File: config.mk
export PLATFORM = sky130hd
export DESIGN_NAME = block_mean_skip_missing_unit
export DESIGN_NICKNAME = d
export VERILOG_FILES = /design/src/hw/rtl/bmsm_pkg.sv /design/src/hw/rtl/bmsm_datapath.sv /design/src/hw/rtl/bmsm_ctrl.sv /design/src/hw/rtl/block_mean_skip_missing_unit.sv
export SDC_FILE = /design/constraint.sdc
export NUM_CORES = 1
export LEC_CHECK = 0
export ABC_AREA = 0
export BUFFER_PORTS_ARGS = -buffer_cell sky130_fd_sc_hd__buf_2
export CAP_MARGIN = 15
export CORE_AREA = 2 2 165 167
export DETAILED_ROUTE_END_ITERATION = 12
export DIE_AREA = 0 0 167 169
export PLACE_DENSITY_LB_ADDON = 0.08
export SYNTH_ARGS = -nofsm -noshare
export SYNTH_HDL_FRONTEND = slang
export SYNTH_SLANG_ARGS = --single-unit
File: constraint.sdc
create_clock -name clk -period 3.9 [get_ports clk]
set_input_delay 0.585 -clock clk [delete_from_list [all_inputs] [get_ports clk]]
set_output_delay 0.585 -clock clk [all_outputs]
set_load 0.03 [all_outputs]
File: src/hw/rtl/bmsm_pkg.sv
// Shared constants and controller/datapath interface types for the block mean unit.
`timescale 1ns / 1ps
`default_nettype none
package bmsm_pkg;

  localparam int MAX_SAMPLES_DEF = 65536;
  localparam int SAMPLE_BITS_DEF = 32;

  localparam int SAMPLE_W = 32;
  localparam int MEAN_W   = 32;
  localparam int USED_W   = 17;
  localparam int SUM_W    = 49;

  localparam int DIV_STEPS = SUM_W;
  localparam int ITER_W    = $clog2(DIV_STEPS);

  localparam logic [MEAN_W-1:0] MEAN_MAX = {1'b0, {(MEAN_W-1){1'b1}}};
  localparam logic [MEAN_W-1:0] MEAN_MIN = {1'b1, {(MEAN_W-1){1'b0}}};

  typedef struct packed {
    logic acc_en;
    logic load;
    logic step;
    logic finish;
  } cmd_t;

  typedef struct packed {
    logic div_done;
  } sts_t;

endpackage
`default_nettype wire

File: src/hw/rtl/bmsm_datapath.sv
// Datapath: running sum and count, shift-subtract divider, saturation and result registers.
`timescale 1ns / 1ps
`default_nettype none
module bmsm_datapath #(
  parameter int MAX_SAMPLES = bmsm_pkg::MAX_SAMPLES_DEF,
  parameter int SAMPLE_BITS = bmsm_pkg::SAMPLE_BITS_DEF
) (
  input  wire logic                             clk,
  input  wire logic                             rst_n,
  input  wire bmsm_pkg::cmd_t                   cmd,
  output bmsm_pkg::sts_t                        sts,
  input  wire logic signed [bmsm_pkg::SAMPLE_W-1:0] in_sample,
  input  wire logic                             in_missing,
  output logic signed [bmsm_pkg::MEAN_W-1:0]    out_mean,
  output logic [bmsm_pkg::USED_W-1:0]           out_used_count,
  output logic                                  out_empty_res,
  output logic                                  out_overflow
);

  localparam int CNT_W = $clog2(MAX_SAMPLES + 1);
  localparam int EFF_W = (SAMPLE_BITS < bmsm_pkg::SAMPLE_W) ? SAMPLE_BITS : bmsm_pkg::SAMPLE_W;
  localparam int SUM_W = bmsm_pkg::SUM_W;
  localparam int MW    = bmsm_pkg::MEAN_W;

  logic [SUM_W-1:0]           sum_r, sum_nxt;
  logic [CNT_W-1:0]           cnt_r, cnt_nxt;
  logic                       ovf_r, ovf_nxt;
  logic [bmsm_pkg::ITER_W-1:0] iter_r, iter_nxt;
  logic [SUM_W-1:0]           quo_r;
  logic [CNT_W-1:0]           rem_r;
  logic                       neg_r;

  logic [SUM_W-1:0] samp_ext;
  logic             cnt_full;
  logic [SUM_W-1:0] sum_mag;
  logic [CNT_W:0]   rem_sh;
  logic [CNT_W:0]   rem_sub;
  logic             fits;
  logic             pos_big;
  logic             neg_big;
  logic [SUM_W-1:0] quo_neg;
  logic [MW-1:0]    mean_sat;
  logic [31:0]      cnt_ext;

  always_comb begin
    samp_ext = {{(SUM_W-EFF_W){in_sample[EFF_W-1]}}, in_sample[EFF_W-1:0]};
    cnt_full = (cnt_r >= CNT_W'(MAX_SAMPLES));
    sum_mag  = sum_r[SUM_W-1] ? (~sum_r + SUM_W'(1)) : sum_r;
    rem_sh   = {rem_r, quo_r[SUM_W-1]};
    fits     = (rem_sh >= {1'b0, cnt_r});
    rem_sub  = rem_sh - {1'b0, cnt_r};
    pos_big  = |quo_r[SUM_W-1:MW-1];
    neg_big  = (|quo_r[SUM_W-1:MW]) || (quo_r[MW-1] && (|quo_r[MW-2:0]));
    quo_neg  = ~quo_r + SUM_W'(1);
    if (neg_r) begin
      mean_sat = neg_big ? bmsm_pkg::MEAN_MIN : quo_neg[MW-1:0];
    end else begin
      mean_sat = pos_big ? bmsm_pkg::MEAN_MAX : quo_r[MW-1:0];
    end
    cnt_ext  = 32'(cnt_r);
    sts.div_done = (iter_r == '0);
  end

  always_comb begin
    sum_nxt  = sum_r;
    cnt_nxt  = cnt_r;
    ovf_nxt  = ovf_r;
    iter_nxt = iter_r;
    if (cmd.acc_en && !in_missing) begin
      if (cnt_full) begin
        ovf_nxt = 1'b1;
      end else begin
        sum_nxt = sum_r + samp_ext;
        cnt_nxt = cnt_r + CNT_W'(1);
      end
    end
    if (cmd.load) begin
      iter_nxt = bmsm_pkg::ITER_W'(bmsm_pkg::DIV_STEPS - 1);
    end else if (cmd.step && iter_r != '0) begin
      iter_nxt = iter_r - bmsm_pkg::ITER_W'(1);
    end
    if (cmd.finish) begin
      sum_nxt = '0;
      cnt_nxt = '0;
      ovf_nxt = 1'b0;
    end
  end

  always_ff @(posedge clk) begin
    if (!rst_n) begin
      sum_r  <= '0;
      cnt_r  <= '0;
      ovf_r  <= 1'b0;
      iter_r <= '0;
    end else begin
      sum_r  <= sum_nxt;
      cnt_r  <= cnt_nxt;
      ovf_r  <= ovf_nxt;
      iter_r <= iter_nxt;
    end
  end

  always_ff @(posedge clk) begin
    if (cmd.load) begin
      quo_r <= sum_mag;
      rem_r <= '0;
      neg_r <= sum_r[SUM_W-1];
    end else if (cmd.step) begin
      quo_r <= {quo_r[SUM_W-2:0], fits};
      rem_r <= fits ? rem_sub[CNT_W-1:0] : rem_sh[CNT_W-1:0];
    end
    if (cmd.finish) begin
      out_mean       <= (cnt_r == '0) ? '0 : mean_sat;
      out_used_count <= cnt_ext[bmsm_pkg::USED_W-1:0];
      out_empty_res  <= (cnt_r == '0);
      out_overflow   <= ovf_r;
    end
  end

endmodule
`default_nettype wire

File: src/hw/rtl/bmsm_ctrl.sv
// Controller: sequences accumulation, division and the result beat handshake.
`timescale 1ns / 1ps
`default_nettype none
module bmsm_ctrl (
  input  wire logic           clk,
  input  wire logic           rst_n,
  input  wire logic           in_valid,
  input  wire logic           in_last,
  output logic                in_ready,
  output logic                out_valid,
  input  wire logic           out_ready,
  output bmsm_pkg::cmd_t      cmd,
  input  wire bmsm_pkg::sts_t sts
);

  typedef enum logic [1:0] {
    S_ACC,
    S_LOAD,
    S_DIV,
    S_FIN
  } state_t;

  state_t state_r, state_nxt;
  logic   out_valid_r, out_valid_nxt;
  logic   accept;
  logic   out_free;

  always_comb begin
    in_ready  = (state_r == S_ACC);
    out_valid = out_valid_r;
    accept    = in_valid && in_ready;
    out_free  = !out_valid_r || out_ready;

    cmd.acc_en = accept;
    cmd.load   = (state_r == S_LOAD);
    cmd.step   = (state_r == S_DIV);
    cmd.finish = (state_r == S_FIN) && out_free;

    state_nxt     = state_r;
    out_valid_nxt = out_valid_r && !out_ready;
    case (state_r)
      S_ACC:  if (accept && in_last) state_nxt = S_LOAD;
      S_LOAD: state_nxt = S_DIV;
      S_DIV:  if (sts.div_done) state_nxt = S_FIN;
      S_FIN: begin
        if (out_free) begin
          state_nxt     = S_ACC;
          out_valid_nxt = 1'b1;
        end
      end
      default: state_nxt = S_ACC;
    endcase
  end

  always_ff @(posedge clk) begin
    if (!rst_n) begin
      state_r     <= S_ACC;
      out_valid_r <= 1'b0;
    end else begin
      state_r     <= state_nxt;
      out_valid_r <= out_valid_nxt;
    end
  end

  a_finish_free: assert property (@(posedge clk) disable iff (!rst_n)
    cmd.finish |-> (!out_valid_r || out_ready))
    else $error("result written while the previous beat was still pending");

  a_last_loads: assert property (@(posedge clk) disable iff (!rst_n)
    (accept && in_last) |=> (state_r == S_LOAD))
    else $error("final beat did not start the division");

  a_load_div: assert property (@(posedge clk) disable iff (!rst_n)
    (state_r == S_LOAD) |=> (state_r == S_DIV && !sts.div_done))
    else $error("divider not armed after load");

  a_finish_out: assert property (@(posedge clk) disable iff (!rst_n)
    cmd.finish |=> (out_valid_r && state_r == S_ACC))
    else $error("finished result not presented");

endmodule
`default_nettype wire

File: src/hw/rtl/block_mean_skip_missing_unit.sv
// Top level of the block mean unit that skips missing samples.
// Sequence: after the last beat the controller loads the divider, runs its 49 steps
// and writes the result beat, waiting while a previous result beat is still pending.
// Throughput: one input beat per cycle within a block; after a last beat input stalls
// through the load, the one-bit-per-cycle division and the result write.
// Reset (rst_n, synchronous, active low) clears the sum, count, overflow flag and
// controller; the block then accepts input at once.
`timescale 1ns / 1ps
`default_nettype none
module block_mean_skip_missing_unit #(
  parameter int MAX_SAMPLES = bmsm_pkg::MAX_SAMPLES_DEF,
  parameter int SAMPLE_BITS = bmsm_pkg::SAMPLE_BITS_DEF
) (
  input  wire logic                                  clk,
  input  wire logic                                  rst_n,
  input  wire logic                                  in_valid,
  output logic                                       in_ready,
  input  wire logic signed [bmsm_pkg::SAMPLE_W-1:0]  in_sample,
  input  wire logic                                  in_missing,
  input  wire logic                                  in_last,
  output logic                                       out_valid,
  input  wire logic                                  out_ready,
  output logic signed [bmsm_pkg::MEAN_W-1:0]         out_mean,
  output logic [bmsm_pkg::USED_W-1:0]                out_used_count,
  output logic                                       out_empty_res,
  output logic                                       out_overflow
);

  bmsm_pkg::cmd_t cmd;
  bmsm_pkg::sts_t sts;

  bmsm_ctrl u_ctrl (
    .clk       (clk),
    .rst_n     (rst_n),
    .in_valid  (in_valid),
    .in_last   (in_last),
    .in_ready  (in_ready),
    .out_valid (out_valid),
    .out_ready (out_ready),
    .cmd       (cmd),
    .sts       (sts)
  );

  bmsm_datapath #(
    .MAX_SAMPLES (MAX_SAMPLES),
    .SAMPLE_BITS (SAMPLE_BITS)
  ) u_datapath (
    .clk            (clk),
    .rst_n          (rst_n),
    .cmd            (cmd),
    .sts            (sts),
    .in_sample      (in_sample),
    .in_missing     (in_missing),
    .out_mean       (out_mean),
    .out_used_count (out_used_count),
    .out_empty_res  (out_empty_res),
    .out_overflow   (out_overflow)
  );

endmodule
`default_nettype wire
==> reports/metrics.csv, run 1 <==
stage,metric,value,unit
die,start_util,49.4,%
setup_path,crit_path_end_kind,flip-flop,
sta,rsz0062_at_grt,false,
hold_path,min_to,u_datapath.out_overflow,
synthesis,yosysUniqueCellTypes,80,
clock_network,root_buffer,clkbuf_16,
clock_network,cts_tree,built,
synthesis,synth_edf_count,101,
global_routing,antenna_found_initial,0,
clock_network,cts.sinks,194,
placed_design,dp_hpwl,23.7,mm
global_routing,grt.overflow.total,0,
die,core_area,26500,um2
detailed_routing,num_vias,11324,
final_layout,nets,1694,
final_layout,nFillCells,2515,
synthesis,syn_area_per_cell,8.56,um2
sta,fin_crit_sh,86.9,%
detailed_routing,vias_per_cell,5.86,
synthesis,yosys_most_used_dff,edfxtp_1,
setup_path,r2r_end,u_datapath.out_mean[24],
synthesis,yosysWarnings,0,
final_layout,area_growth,10.1,%
sta,hold_viol_final,0,
detailed_routing,drc_errors,0,
global_routing,grt.total_usage,22.7,%
power_and_ir_drop,leakagePower,5.67,nW
detailed_routing,dr.pass1.iters,5,
power_and_ir_drop,irDropWorstVdd,0.000389,V
sta,tns,0,ns
hold_path,hold_start,u_datapath.ovf_r,
setup_path,crit_type,reg -> reg,
synthesis,syn_area,13100,um2
setup_path,rrSetupSlack,0.51,ns
synthesis,postSynthCellCount,1528,
detailed_routing,wl_per_cell,16.8,um
clock_network,postCtsHoldBufs,0,
die,die_y,169,um
detailed_routing,antenna_left,0,
synthesis,ys_ff_latch,194,
global_routing,grt_pass1_wl,52.6,mm
flow_run,cap_violations,0,
synthesis,synth_top_cell_area_share,23.2,%
global_routing,grt_pass1_vias,10184,
synthesis,syn_nets,1643,
sta,clock.fmax,295,MHz
power_and_ir_drop,powerDensity,706,nW/um2
global_routing,grt_max_degree,73,
hold_path,worstHoldPathType,reg -> reg,
synthesis,yosysTopAreaCell,edfxtp_1,
setup_path,cp_max_fo,23,
sta,slew_headroom,38.6,%
detailed_routing,wl,32.5,mm
die,dieWidth,167,um
clock_network,cts.path.max_buffers,2,
sta,drv_slew,0,
clock_network,post-cts-setup-buffers,0,
sta,period_minus_slack,3.39,ns
clock_network,cts-buffers-inserted,17,
clock_network,path_clk_slew,0.08,ns
final_layout,diodes,0,
setup_path,startpoint_type,flip-flop,
synthesis,synth_area_leaders,"edfxtp_1, dfxtp_1, ha_1, a21oi_1, nand2_1",
die,die_area,28200,um2
clock_network,cts-resized-gates,0,
detailed_routing,drtIter0Drc,813,
sta,fin_skew,0.0162,ns
clock_network,htreeDepth,4,
setup_path,startpoint,u_datapath.quo_r[18],
placed_design,numPortBuffers,90,
synthesis,async_flop_share,0,%
hold_path,holdPathStages,0,
synthesis,ys_seq_area_share,37.4,%
sta,worst_slew_pin_slew,0.922,ns
clock_network,clock_latency,0.44,ns
die,fp-row-count,60,
placed_design,place_congestion,0.957,
setup_path,cp.required,4.14,ns
die,io_pins,91,
final_layout,utilization,54.4,%
power_and_ir_drop,finalPower,10.2,mW
final_layout,drive_above_1_share,11.7,%
sta,setup_viol,0,
run_status,status,completed,
setup_path,r2r_start,u_datapath.quo_r[18],
setup_path,rr_worst_depth,8,
setup_path,cp.arrival,3.62,ns
-- power breakdown --
group | leakage [nW] | internal (mW) | switching, mW
sequential | 1.71 | 3.00 | 0.666
clock | 0.273 | 0.851 | 0.875
combinational | 3.69 | 1.87 | 2.91
total | 5.67 | 5.71 | 4.45
-- layout make-up --
| cell class | count | area [um2] | share of cell area, % |
|---|---|---|---|
| multi-input combinational | 1205 | 7720 | 53.6 |
| sequential | 194 | 4900 | 34.0 |
| timing repair buffer | 109 | 593 | 4.12 |
| tap | 341 | 427 | 2.96 |
| clock buffer | 17 | 425 | 2.95 |
| inverter | 52 | 195 | 1.35 |
| clock inverter | 15 | 145 | 1.01 |
-- synthesized netlist by cell type (6+ instances only) --
master,instances
a21o_1,42
or3_1,11
a311oi_1,17
nand3b_1,9
a31oi_1,20
o21ai_0,56
nand2b_1,7
a21oi_1,167
clkbuf_1,71
ha_1,75
o41ai_1,6
nand2_1,172
o31ai_1,14
xnor2_1,49
or4_1,6
a22o_1,7
or2_2,11
xor2_1,60
and3_1,13
mux2i_1,15
nor2b_1,8
o21bai_1,10
o211ai_1,6
a211o_1,6
edfxtp_1,101
nand3_1,31
inv_1,52
nor3_1,39
o22ai_1,16
o21a_1,16
nand4_1,18
nor4_1,20
nor2_1,166
dfxtp_1,93
a211oi_1,24
-- logic make-up (layout without fill, tap and decap cells) --
group | count (synthesis) | after routing | share of synthesized area, %
mux | 17 | 17 | 1.32
xor+xnor | 109 | 109 | 7.30
compound gates | 452 | 452 | 22.5
buf+inv | 129 | 193 | 3.72
simple gates | 550 | 550 | 20.3
fa+ha+maj | 77 | 77 | 7.48
flops | 194 | 194 | 37.4
-- how the worst max path moves through the flow --
stage | end | slack (ns) | cells past startpoint
2_1_floorplan | u_datapath.sum_r[44] | 0.74 | 10
3_3_place_gp | u_datapath.sum_r[48] | 0.50 | 10
3_5_place_dp | u_datapath.sum_r[48] | 0.44 | 10
4_1_cts | u_datapath.out_mean[24] | 0.49 | 10
5_1_grt | u_datapath.out_mean[5] | 0.19 | 10
6_report | u_datapath.out_mean[24] | 0.51 | 8
-- critical path: stages, from the launching register on --
cell,delay (ns)
edfxtp_1,0.47
or3_1,0.42
nor4_1,0.47
nand4_1,0.27
nand4bb_1,0.25
a21o_1,0.27
nand2_1,0.11
nand2_1,0.46
a311oi_1,0.47
-- routing by layer --
metal  part of all wire [%]  track usage (%)  vias to the layer above
met5                      0                0                        -
met4                    1.3             6.11                        0
met3                    5.1             2.97                       28
met2                     43             34.1                      305
met1                     51             34.3                     5260
li1                       -                -                     5731
-- state kept, by name (all words and copies together) (netlist names) --
signal,cells
u_datapath.out_overflow,1
u_datapath.iter_r,6
u_datapath.neg_r,1
u_datapath.out_empty_res,1
u_ctrl.out_valid,1
u_datapath.sum_r,49
u_datapath.rem_r,17
u_datapath.ovf_r,1
u_datapath.out_used_count,17
u_datapath.quo_r,49
u_datapath.out_mean,32
u_datapath.cnt_r,17
u_ctrl.state_r,2
-- stage by stage --
step           setup WS, ns  cell area, um2  hold WS, ns  instances
3_5_place_dp          0.437           13800        0.426       1901
3_3_place_gp          0.503           13800        0.418       1901
5_1_grt               0.186           14400        0.445       1933
6_report              0.512           14400        0.429       1933
4_1_cts               0.487           14400        0.436       1933
2_1_floorplan         0.741           13100        0.406       1528
-- layout by cell type, fill, tap and decap left out, types with 31 or more instances in the layout --
cell and n:
a21oi_1 166, nor2_1 166, nor3_1 38, ha_1 73, buf_2 90, nand3_1 31, edfxtp_1 101, dfxtp_1 92
inv_1 51, a21o_1 42, nand2_1 171, xnor2_1 49, xor2_1 60, o21ai_0 56
No activity file was read; power rests on OpenSTA's default activity.
==> run 2, diff against run 1 <==
Settings changed: CORE_AREA 2 2 165 167 to 2 2 190 146, DIE_AREA 0 0 167 169 to 0 0 192 148.
Clock period 3.9 ns to 3.46 ns, I/O delays scaled along.
==> run 2 against run 1 <==
Compared with the run above: routed wire length rose by 5.4%; largest power group unchanged; clock skew fell by 0.0014 ns; register-to-register slack got worse by 0.24 ns; combinational power rose by 18%; core utilization rose by 0.58 points; cell count rose by 1.4%; clock-buffer cell count rose by 2; largest cell class unchanged; worst setup slack got worse by 0.24 ns; critical endpoint is now u_datapath.sum_r[34].
==> reports/metrics.csv, run 2 (synthesis results as in run 1) <==
stage,metric,value,unit
sta,rsz0062_at_grt,false,
sta,period_minus_slack,3.19,ns
placed_design,numPortBuffers,90,
final_layout,nFillCells,2470,
setup_path,timing.critical_path.cells,ha_1 > fa_1 > a21o_1 > a221oi_1 > o21ai_0 > a22oi_1 > a21oi_1 > a31oi_1 > nor4_1 > a211o_1,
detailed_routing,antenna_left,0,
run_status,status,completed,
detailed_routing,drtIter0Drc,988,
setup_path,crit_path_end_kind,flip-flop,
final_layout,diodes,0,
setup_path,cp_max_fo,5,
power_and_ir_drop,powerDensity,804,nW/um2
clock_network,cts.sinks,194,
final_layout,drive_above_1_share,12.6,%
setup_path,crit_type,reg -> reg,
die,start_util,49.3,%
sta,slew_headroom,28.5,%
power_and_ir_drop,leakagePower,5.77,nW
sta,worst_slew_pin_slew,1.07,ns
power_and_ir_drop,irDropWorstVdd,0.000422,V
die,core_area,26500,um2
final_layout,final_common_cell,nand2_1,
sta,clock.fmax,314,MHz
detailed_routing,wl,34.3,mm
clock_network,cts.path.max_buffers,2,
clock_network,cts_tree,built,
global_routing,grt_max_degree,99,
clock_network,htreeDepth,4,
setup_path,cp.required,3.78,ns
power_and_ir_drop,power_switching,5.17,mW
global_routing,grt_pass1_vias,10245,
hold_path,worstHoldPathType,in -> reg,
global_routing,grt.overflow.total,0,
setup_path,cp.arrival,3.51,ns
setup_path,crit_slowest_cell,a221oi_1,
clock_network,clock_latency,0.45,ns
detailed_routing,dr.pass1.iters,5,
die,io_pins,91,
placed_design,dp_hpwl,25.7,mm
global_routing,grt.total_usage,24.5,%
sta,setup_viol,0,
clock_network,cts-buffers-inserted,17,
setup_path,path_delay_family,compound AO/OA/AOI/OAI gates,
die,dieWidth,192,um
final_layout,nets,1712,
detailed_routing,num_vias,11438,
sta,drv_slew,0,
final_layout,largest_registers,"u_datapath.quo_r: 49 flops, u_datapath.sum_r: 49 flops, u_datapath.out_mean: 32 flops",
sta,tns,0,ns
die,die_area,28400,um2
die,fp-row-count,52,
detailed_routing,drc_errors,0,
global_routing,grt_pass1_wl,55.2,mm
power_and_ir_drop,intPower,6.55,mW
sta,hold_viol_final,0,
sta,fin_crit_sh,92.1,%
sta,fin_skew,0.0148,ns
sta,hold_slack,0.384,ns
clock_network,path_clk_slew,0.08,ns
power_and_ir_drop,p_seq_share,35.1,%
power_and_ir_drop,pwr-share-clk,16.7,%
setup_path,max_stage_delay,0.46,ns
power_and_ir_drop,finalPower,11.7,mW
detailed_routing,vias_per_cell,5.83,
clock_network,root_buffer,clkbuf_16,
global_routing,antenna_found_initial,0,
die,die_y,148,um
flow_run,cap_violations,0,
placed_design,place_congestion,0.902,
final_layout,most-common-layout-cells,"nand2_1, nor2_1, a21oi_1, edfxtp_1, dfxtp_1",
final_layout,area_growth,11.5,%
setup_path,startpoint_type,flip-flop,
setup_path,cp_num_buf_inv,0,
power_and_ir_drop,power_frac_comb,48.2,%
detailed_routing,wl_per_cell,17.5,um
power_and_ir_drop,netSwitchingFraction,44.1,%
## run 2: changes by cell type in the layout (fill, tap and decap cells not counted), sizes merged
| cell | previous run | this run |
|---|---|---|
| clkbuf | 17 | 19 |
| clkinvlp | 3 | 2 |
| inv | 59 | 58 |
| buf | 109 | 127 |
## run 2: path summary, 6_finish.rpt
kind / startpoint / end / slack [ns] / cells past startpoint
max reg2reg: u_datapath.sum_r[0] / u_datapath.sum_r[34] / 0.27 / 10
min: rst_n / u_ctrl.out_valid / 0.38 / 2
min reg2reg: u_datapath.ovf_r / u_datapath.out_overflow / 0.44 / 0
max: u_datapath.sum_r[0] / u_datapath.sum_r[34] / 0.27 / 10
## run 2: timing repair
| action | CTS | global route |
|---|---|---|
| hold buffers | 0 | 0 |
| gates resized for setup | 0 | 1 |
| buffers inserted | 0 | 0 |
| setup endpoints to repair | 0 | 19 |
## run 2: final cells by class
type	instances	area, um2	share of cell area (%)
sequential	194	4900	33.6
inverter	52	195	1.34
clock buffer	19	433	2.97
tap	351	439	3.01
timing repair buffer	127	753	5.16
clock inverter	13	141	0.969
multi-input combinational	1205	7730	53.0
## run 2: power groups by stage
stage / sequential (mW) / combinational [mW] / clock (mW)
finish: 4.12 / 5.65 / 1.96
global route: 4.21 / 6.30 / 2.08
CTS: 4.09 / 5.62 / 1.98
detailed placement: 4.14 / 5.58 / 0
global placement: 4.12 / 5.52 / 0
floorplan: 3.97 / 4.18 / 0
## run 2: worst register-to-register path: stages (launching register included)
cell	delay [ns]
dfxtp_1	0.36
ha_1	0.24
fa_1	0.41
a21o_1	0.19
a221oi_1	0.46
o21ai_0	0.26
a22oi_1	0.37
a21oi_1	0.20
a31oi_1	0.24
nor4_1	0.07
a211o_1	0.27
## run 2: metal layers
metal / vias to the layer above / wire length, um / part of all wire (%) / GRT usage [%]
met4: 0 / 291 / 0.85 / 4.43
li1: 5777 / - / - / -
met5: - / 0 / 0 / 0
met3: 24 / 2310 / 6.7 / 4.23
met2: 324 / 13000 / 38 / 32.5
met1: 5313 / 18600 / 54 / 40.7
## run 2: metrics by stage
| stage | setup slack (ns) | util [%] | instances | cell area [um2] |
|---|---|---|---|---|
| final | 0.274 | 54.9 | 1961 | 14600 |
| after global placement | 0.141 | 52.8 | 1929 | 14000 |
| after global routing | 0.0837 | 54.9 | 1961 | 14600 |
| after CTS | 0.112 | 54.9 | 1961 | 14600 |
| after floorplan | 0.367 | - | 1528 | 13100 |
| after detailed placement | 0.104 | 52.8 | 1929 | 14000 |
